File: config.mk
export PLATFORM = sky130hd
export DESIGN_NAME = tds_sql_keyword_locator_top
export DESIGN_NICKNAME = d
export VERILOG_FILES = /design/src/design/tskl_pkg.sv /design/src/design/tskl_keyword_match.sv /design/src/design/tds_sql_keyword_locator_top.sv
export SDC_FILE = /design/constraint.sdc
export NUM_CORES = 1
export LEC_CHECK = 0
export BUFFER_PORTS_ARGS = -buffer_cell sky130_fd_sc_hd__buf_2
export CAP_MARGIN = 20
export CORE_AREA = 2 2 127 221
export CTS_BUF_LIST = sky130_fd_sc_hd__clkbuf_8
export DETAILED_ROUTE_END_ITERATION = 12
export DIE_AREA = 0 0 129 223
export SYNTH_ARGS = -nofsm -noshare
export SYNTH_HDL_FRONTEND = slang
export SYNTH_SLANG_ARGS = --single-unit
File: constraint.sdc
create_clock -name clk -period 26.6 [get_ports clk]
set_clock_uncertainty 0.1 [all_clocks]
set_input_delay 7.98 -clock clk [delete_from_list [all_inputs] [get_ports clk]]
set_output_delay 7.98 -clock clk [all_outputs]
set_load 0.02 [all_outputs]
File: src/design/tskl_pkg.sv
// Package for the SQL keyword locator: status codes, header constants, keyword
// patterns and register indexes. It depends on nothing.
`timescale 1ns / 1ps

package tskl_pkg;

  localparam int POSITION_WIDTH_DEFAULT = 16;
  localparam int HEADER_BYTES           = 8;
  localparam int SCAN_LAG               = 12;
  localparam logic [7:0] SQL_BATCH_TYPE = 8'h01;

  localparam int SCAN_LIMIT_WIDTH = 12;
  localparam int QUERY_CAP_WIDTH  = 16;
  localparam int LENGTH_WIDTH     = 16;
  localparam int OFFSET_WIDTH     = 12;
  localparam int CFG_DATA_WIDTH   = 16;
  localparam int STATUS_WIDTH     = 3;
  localparam int OUT_DATA_WIDTH   = 32;

  localparam logic [SCAN_LIMIT_WIDTH-1:0] SCAN_LIMIT_RESET = 12'd200;
  localparam logic [QUERY_CAP_WIDTH-1:0]  QUERY_CAP_RESET  = 16'd512;

  typedef enum logic [0:0] {
    REG_SCAN_LIMIT = 1'b0,
    REG_QUERY_CAP  = 1'b1
  } reg_index_t;

  typedef enum logic [STATUS_WIDTH-1:0] {
    ST_FOUND      = 3'd0,
    ST_SHORT      = 3'd1,
    ST_NOT_BATCH  = 3'd2,
    ST_BAD_LENGTH = 3'd3,
    ST_NO_KEYWORD = 3'd4
  } status_t;

  localparam logic [39:0] KW_SELEC = 40'h53454C4543;
  localparam logic [39:0] KW_INSER = 40'h494E534552;
  localparam logic [39:0] KW_UPDAT = 40'h5550444154;
  localparam logic [39:0] KW_DELET = 40'h44454C4554;
  localparam logic [31:0] KW_EXEC  = 32'h45584543;

  typedef struct packed {
    logic [LENGTH_WIDTH-1:0] query_length;
    logic [OFFSET_WIDTH-1:0] query_offset;
    status_t                 status;
  } result_t;

endpackage

File: src/design/tskl_keyword_match.sv
// Keyword comparator for the SQL keyword locator: tests a five-byte window for
// SELEC, INSER, UPDAT, DELET, or EXEC in its four oldest bytes. Uses tskl_pkg.
`timescale 1ns / 1ps

module tskl_keyword_match (
  input  logic [39:0] window,
  output logic        hit
);

  always_comb begin
    hit = (window == tskl_pkg::KW_SELEC) ||
          (window == tskl_pkg::KW_INSER) ||
          (window == tskl_pkg::KW_UPDAT) ||
          (window == tskl_pkg::KW_DELET) ||
          (window[39:8] == tskl_pkg::KW_EXEC);
  end

endmodule

File: src/design/tds_sql_keyword_locator_top.sv
// Top level of the SQL keyword locator: header checks, byte window, match
// tracking and a two-entry result buffer. Uses tskl_pkg and tskl_keyword_match.
`timescale 1ns / 1ps

// The block takes one packet byte per cycle while s_tready is high and needs no
// gaps. It registers one result transaction for the byte marked tlast. The
// keyword test and header checks are combinational between the input
// transaction and the result register. A two-entry result buffer lets input
// continue while a result waits; s_tready drops only when both entries hold
// results that the downstream side has not taken. Configuration writes take
// effect at the next clock edge and must be made while the block is idle.
module tds_sql_keyword_locator_top #(
  parameter int POSITION_WIDTH = tskl_pkg::POSITION_WIDTH_DEFAULT
) (
  input  logic                                clk,
  input  logic                                rst,
  input  logic                                s_tvalid,
  output logic                                s_tready,
  input  logic [7:0]                          s_tdata,  // [7:0] data_byte
  input  logic                                s_tlast,  // last_byte
  output logic                                m_tvalid,
  input  logic                                m_tready,
  // [2:0] status, [14:3] query_offset, [30:15] query_length, [31] zero
  output logic [tskl_pkg::OUT_DATA_WIDTH-1:0] m_tdata,
  input  logic                                cfg_we,
  input  logic [0:0]                          cfg_index,
  input  logic [tskl_pkg::CFG_DATA_WIDTH-1:0] cfg_data
);

  localparam int PW   = POSITION_WIDTH;
  localparam int CMPW = (PW > tskl_pkg::LENGTH_WIDTH) ? PW : tskl_pkg::LENGTH_WIDTH;
  localparam int SW   = (PW > tskl_pkg::SCAN_LIMIT_WIDTH) ? PW : tskl_pkg::SCAN_LIMIT_WIDTH;

  logic [tskl_pkg::SCAN_LIMIT_WIDTH-1:0] scan_limit;
  logic [tskl_pkg::QUERY_CAP_WIDTH-1:0]  query_cap;

  logic [PW-1:0]                     byte_position;
  logic [39:0]                       byte_window;
  logic [7:0]                        type_byte;
  logic [tskl_pkg::LENGTH_WIDTH-1:0] declared_length;
  logic                              match_seen;
  logic [tskl_pkg::OFFSET_WIDTH-1:0] match_offset;

  logic [PW-1:0]                     byte_position_next;
  logic [39:0]                       byte_window_next;
  logic [7:0]                        type_byte_next;
  logic [tskl_pkg::LENGTH_WIDTH-1:0] declared_length_next;
  logic                              match_seen_next;
  logic [tskl_pkg::OFFSET_WIDTH-1:0] match_offset_next;

  logic                      in_fire;
  logic                      res_fire;
  logic                      saturated;
  logic                      keyword_hit;
  logic [PW-1:0]             start;
  logic [SW-1:0]             start_ext;
  logic [tskl_pkg::LENGTH_WIDTH-1:0] qlen;
  tskl_pkg::result_t         result;

  logic              out_valid;
  tskl_pkg::result_t out_data;
  logic              skid_valid;
  tskl_pkg::result_t skid_data;

  assign byte_window_next = {byte_window[31:0], s_tdata};

  tskl_keyword_match u_match (
    .window (byte_window_next),
    .hit    (keyword_hit)
  );

  assign in_fire   = s_tvalid && s_tready;
  assign res_fire  = in_fire && s_tlast;
  assign saturated = (byte_position == {PW{1'b1}});
  assign start     = byte_position - PW'(tskl_pkg::SCAN_LAG);
  assign start_ext = SW'(start);

  always_comb begin
    byte_position_next   = byte_position;
    type_byte_next       = type_byte;
    declared_length_next = declared_length;
    match_seen_next      = match_seen;
    match_offset_next    = match_offset;
    if (!saturated) begin
      byte_position_next = byte_position + PW'(1);
      if (byte_position == PW'(0)) begin
        type_byte_next = s_tdata;
      end else if (byte_position == PW'(2)) begin
        declared_length_next = {s_tdata, declared_length[7:0]};
      end else if (byte_position == PW'(3)) begin
        declared_length_next = {declared_length[15:8], s_tdata};
      end else if (byte_position >= PW'(tskl_pkg::SCAN_LAG) && !match_seen) begin
        if (start_ext < SW'(scan_limit) &&
            CMPW'(byte_position) < CMPW'(declared_length) && keyword_hit) begin
          match_seen_next   = 1'b1;
          match_offset_next = start_ext[tskl_pkg::OFFSET_WIDTH-1:0];
        end
      end
    end
  end

  always_comb begin
    qlen = declared_length_next - tskl_pkg::LENGTH_WIDTH'(tskl_pkg::HEADER_BYTES)
           - tskl_pkg::LENGTH_WIDTH'(match_offset_next);
    result.status       = tskl_pkg::ST_FOUND;
    result.query_offset = '0;
    result.query_length = '0;
    if (byte_position_next < PW'(tskl_pkg::HEADER_BYTES)) begin
      result.status = tskl_pkg::ST_SHORT;
    end else if (type_byte_next != tskl_pkg::SQL_BATCH_TYPE) begin
      result.status = tskl_pkg::ST_NOT_BATCH;
    end else if (declared_length_next <
                 tskl_pkg::LENGTH_WIDTH'(tskl_pkg::HEADER_BYTES) ||
                 CMPW'(declared_length_next) > CMPW'(byte_position_next)) begin
      result.status = tskl_pkg::ST_BAD_LENGTH;
    end else if (!match_seen_next) begin
      result.status = tskl_pkg::ST_NO_KEYWORD;
    end else begin
      result.query_offset = match_offset_next;
      result.query_length = (qlen > query_cap) ? query_cap : qlen;
    end
  end

  always_ff @(posedge clk) begin
    if (rst) begin
      scan_limit <= tskl_pkg::SCAN_LIMIT_RESET;
      query_cap  <= tskl_pkg::QUERY_CAP_RESET;
    end else if (cfg_we) begin
      case (cfg_index)
        tskl_pkg::REG_SCAN_LIMIT: scan_limit <= cfg_data[tskl_pkg::SCAN_LIMIT_WIDTH-1:0];
        tskl_pkg::REG_QUERY_CAP:  query_cap  <= cfg_data;
        default: ;
      endcase
    end
  end

  always_ff @(posedge clk) begin
    if (rst) begin
      byte_position   <= '0;
      byte_window     <= '0;
      type_byte       <= '0;
      declared_length <= '0;
      match_seen      <= 1'b0;
      match_offset    <= '0;
    end else if (in_fire) begin
      if (s_tlast) begin
        byte_position   <= '0;
        byte_window     <= '0;
        type_byte       <= '0;
        declared_length <= '0;
        match_seen      <= 1'b0;
        match_offset    <= '0;
      end else begin
        byte_position   <= byte_position_next;
        byte_window     <= byte_window_next;
        type_byte       <= type_byte_next;
        declared_length <= declared_length_next;
        match_seen      <= match_seen_next;
        match_offset    <= match_offset_next;
      end
    end
  end

  // A new result can arrive only while the skid entry is empty.
  always_ff @(posedge clk) begin
    if (rst) begin
      out_valid  <= 1'b0;
      skid_valid <= 1'b0;
    end else if (!out_valid || m_tready) begin
      if (skid_valid) begin
        out_valid  <= 1'b1;
        out_data   <= skid_data;
        skid_valid <= 1'b0;
      end else begin
        out_valid <= res_fire;
        out_data  <= result;
      end
    end else if (res_fire) begin
      skid_valid <= 1'b1;
      skid_data  <= result;
    end
  end

  assign s_tready = !skid_valid;
  assign m_tvalid = out_valid;
  assign m_tdata  = {1'b0, out_data};

endmodule
==> results.md <==
- The flow ran to the end, and the final reports show no timing, DRC or antenna violations.
- The number of antenna diodes in the final layout is 0.
- The synthesized netlist devotes between 10% and 20% of its cell area to compound gates.
- The number of fill cells is 2739.
- The first-pass GRT wire length is 48.8 mm.
- STA classifies the critical path startpoint as an input port.
- The routed layout has around 9100 vias.
- The transition time at the pin with the least slew margin is 1050 ps.
- STA classifies the critical path endpoint as a flip-flop.
- The max-slew violation count came to 0.
- The most instantiated flip-flop cell in the synthesis netlist is sky130_fd_sc_hd__dfxtp_1.
- The count of clock tree sinks is 177.
- The count of cells resized by post-cts repair is 0.
- The maximum clock insertion buffer count is 2.
- The final worst hold slack is 357 ps.
- The number of placement rows is 80.
- The overall die area is 28800 sq um.
- The TritonCTS clock tree is built.
- The critical path start-end classification is in -> reg.
- The signed area change from the synthesized netlist to the final layout is 8.80%.
- Entering global routing, the biggest net connects 79 pins.
- The hold violation count in the final report came to 0.
- The number of detailed-route iterations in the first pass is 7.
- The path class of the lowest-slack min-delay path is reg -> reg.
- Summed over all nets, the half-perimeter wirelength after detailed placement is 23.5 mm.
- The final core area utilization is 42.5%.
- Global routing consumed, on the met2 layer, 38.4% of the routing resources.
- The detailed-route DRC error count is 0.
- The fraction of synthesized area in multiplexers is 4.09%.
- Input and output buffers added on the ports amount to 63.
- After detailed routing, the average wire length per cell comes to 19.3 um.
- The routed design has 31.5 mm of wire.
- For this run, global-route usage on met1 was measured as about 24%.
- The async set or reset register ratio after synthesis is 0%.
- The share of the synthesized area in the top cell type is 21.7%.
- The required time of the critical path is 26750 ps.
- sky130_fd_sc_hd__dfxtp_1 takes more of the synthesized area than any other cell.
- The clock period minus worst slack is 14200 ps.
- The die is 129 um wide.
- The setup violation total in the final timing report is 0.
- Counting every instance in the synthesized netlist gives roughly 1200.
- For this design the top-level I/O count stands at 65.
- The number of hold buffers added after CTS was 0.
- Data arrives at the worst endpoint at 14350 ps.
- The distinct cell type count of the synthesized netlist is 74.
- In this run the standard cell core region covers 27100 sq um.
- The share of synthesized cell area in and, or, nand and nor gates is 21.1%.
- The leading cell type in the layout, fill and taps excluded is sky130_fd_sc_hd__nand2_1.
- The number of clock buffers inserted by TritonCTS is 17.
- The count of nets left with antenna violations after detail routing is 0.
- The static leakage is around 4.3 nW.
- The completed layout was analyzed and its total power is 0.000504 W.
- Synthesis produced a netlist with a net count of 1343.
- The die is approximately 220 um tall.
- Setup repair after global routing left no endpoint under its margin.
- The peak supply drop is 0.0000312 V.
- For this design the ratio of total power to cell area is 43.7 nW/um^2.
- The number of nets at the end of the flow is between 1000 and 1500.
- The number of DRC markers after the initial detailed-route iteration is 659.
- The dominant combinational cell family by area after synthesis is simple AND/OR/NAND/NOR gates.
- The post-CTS setup buffer count is 0.
- Based on the critical path, the design can be clocked at up to 70.4 MHz.
- Synthesis inferred between 150 and 200 register bits.
- The top cell types in the final layout, fill and taps aside, are sky130_fd_sc_hd__nand2_1 (158), sky130_fd_sc_hd__dfxtp_1 (114), sky130_fd_sc_hd__inv_1 (101), sky130_fd_sc_hd__nor2_1 (101), sky130_fd_sc_hd__a21oi_1 (95).
- The initial core utilization is between 30 and 40%.
- The synthesized netlist occupies a cell area of 10600 sq um.
- The number of synthesized flops with an enable pin is 62.
- The synthesized netlist devotes 10.5% of its cell area to adder and majority cells.
- The final RePlAce weighted congestion is between 1 and 1.5.
- The final critical-path share of the clock period is a little over half.
- The detailed-route vias per instance is 5.56.
- The biggest fanout along the worst timing path is 23.
- Clock-pin slew was measured on the worst setup and hold paths at 90 ps.
- The met3 usage is roughly 3%.
- The number of antenna violations at the first check in global routing is 0.
- In this run the cell area measured after placement is 11200 sq um.
- The number of levels the H-tree was split into is 4.
- Clock tree synthesis selected as its root buffer the cell sky130_fd_sc_hd__clkbuf_8.
- Across every metal layer, demand over resource in global routing totals 22.3%.
- After global routing the overflow that remains totals 0.
- The mean cell area of the mapped netlist is about 8.7 sq um.
- The most used routing layer in global routing is met2.
- By area the synthesized netlist is led by sky130_fd_sc_hd__dfxtp_1 (22%), sky130_fd_sc_hd__edfxtp_1 (18%), sky130_fd_sc_hd__ha_1 (10%).
- The worst-skew pair later-pin latency is 510 ps.
- The post-layout instance area is 11500 sq um.
- The final setup TNS is 0 ps.
- The worst relative slew slack is 29.3%.
- The sequential-to-total area share from yosys stat is between 30% and 40%.
- The tool flagged a number of max-cap violations equal to 0.
- The xor-xnor portion of the synthesized cell area is 2.48%.
- The via count of the first global-routing pass was 8868.
- The proportion of layout cells with a drive suffix above 1 is 10.9%.
- For this run, the number of Yosys warnings is 0.
==> per-stage QoR <==
| step | setup slack, ps | instances |
|---|---|---|
| 6_report | 12400 | 1628 |
| 5_1_grt | 11790 | 1628 |
| 4_1_cts | 12330 | 1627 |
| 3_5_place_dp | 11790 | 1595 |
| 3_3_place_gp | 11860 | 1595 |
| 2_1_floorplan | 12730 | 1224 |
==> final cells by class <==
cell class	instances	area (sq um)	share of cell area [%]
flip-flops and latches	177	4170	36.1
multi-input cells	875	5760	50.0
clock buffers	18	248	2.15
well taps	369	462	4.01
inverters	99	372	3.22
clock inverters	14	95.1	0.825
repair buffers	76	419	3.64
==> logic make-up after synthesis <==
group	Yosys count
other	1
and+or+nand+nor	447
xor gates and xnor gates	30
adders and majority gates	88
AOI/OAI and AO/OA	267
DFF	177
muxes	42
buffers and inverters	172
==> synth_stat cells, types with 10 or more instances <==
master	instances
sky130_fd_sc_hd__mux2_2	10
sky130_fd_sc_hd__nand3b_1	46
sky130_fd_sc_hd__nor3_1	15
sky130_fd_sc_hd__xnor2_1	23
sky130_fd_sc_hd__nor2_1	101
sky130_fd_sc_hd__ha_1	87
sky130_fd_sc_hd__inv_1	99
sky130_fd_sc_hd__dfxtp_1	115
sky130_fd_sc_hd__a21oi_1	96
sky130_fd_sc_hd__o31ai_1	26
sky130_fd_sc_hd__mux2i_1	32
sky130_fd_sc_hd__buf_2	11
sky130_fd_sc_hd__clkbuf_1	50
sky130_fd_sc_hd__edfxtp_1	62
sky130_fd_sc_hd__o21ai_0	52
sky130_fd_sc_hd__nand3_1	21
sky130_fd_sc_hd__nor4_1	17
sky130_fd_sc_hd__a22oi_1	37
sky130_fd_sc_hd__nor2b_1	12
sky130_fd_sc_hd__nand4_1	22
sky130_fd_sc_hd__nand2_1	159
==> final timing paths <==
| check | from | to | slack, ps | cells past startpoint |
|---|---|---|---|---|
| setup / recovery | s_tdata[3] | m_tdata[26] | 12400 | 25 |
| hold reg to reg | byte_window[31] | byte_window[31] | 360 | 2 |
| setup reg to reg | byte_position[5] | m_tdata[26] | 18150 | 29 |
| hold / removal | byte_window[31] | byte_window[31] | 360 | 2 |
==> power by group <==
group	internal, W	leakage (nW)	total [W]	switching, W
clock network	0.0000663	0.170	0.000172	0.000106
logic	0.0000140	2.64	0.0000440	0.0000299
registers	0.000285	1.47	0.000288	0.00000348
total	0.000365	4.27	0.000504	0.000139
==> sequential cells by signal, summed over array words and instances (netlist names) <==
register	cells
skid_data	31
byte_window	32
type_byte	8
query_cap	16
skid_valid	1
match_offset	12
m_tdata	31
scan_limit	12
match_seen	1
declared_length	16
byte_position	16
m_tvalid	1
==> metal layers <==
layer	share of wire [%]	routed length (um)
met5	0	0
met4	8.2	2580
met3	3.5	1090
met2	50	15800
met1	38	12000
==> worst max-delay path: stages <==
cell and delay [ps]:
sky130_fd_sc_hd__buf_2 140, sky130_fd_sc_hd__nor4b_1 610, sky130_fd_sc_hd__nand3_1 180, sky130_fd_sc_hd__nor4_1 300, sky130_fd_sc_hd__nand2_1 140, sky130_fd_sc_hd__a31oi_4 780
sky130_fd_sc_hd__mux2i_1 450, sky130_fd_sc_hd__inv_1 100, sky130_fd_sc_hd__ha_1 280, sky130_fd_sc_hd__inv_1 40, sky130_fd_sc_hd__ha_1 330, sky130_fd_sc_hd__and3_1 200
sky130_fd_sc_hd__a221oi_1 460, sky130_fd_sc_hd__a221oi_1 230, sky130_fd_sc_hd__a21o_1 220, sky130_fd_sc_hd__a21oi_1 170, sky130_fd_sc_hd__xnor2_1 100, sky130_fd_sc_hd__ha_1 290
sky130_fd_sc_hd__nand4_1 140, sky130_fd_sc_hd__o221ai_1 180, sky130_fd_sc_hd__o211ai_1 130, sky130_fd_sc_hd__a21oi_2 140, sky130_fd_sc_hd__buf_4 300, sky130_fd_sc_hd__mux2i_1 300
sky130_fd_sc_hd__o31ai_1 90
No activity file was read; power rests on OpenSTA's default activity.
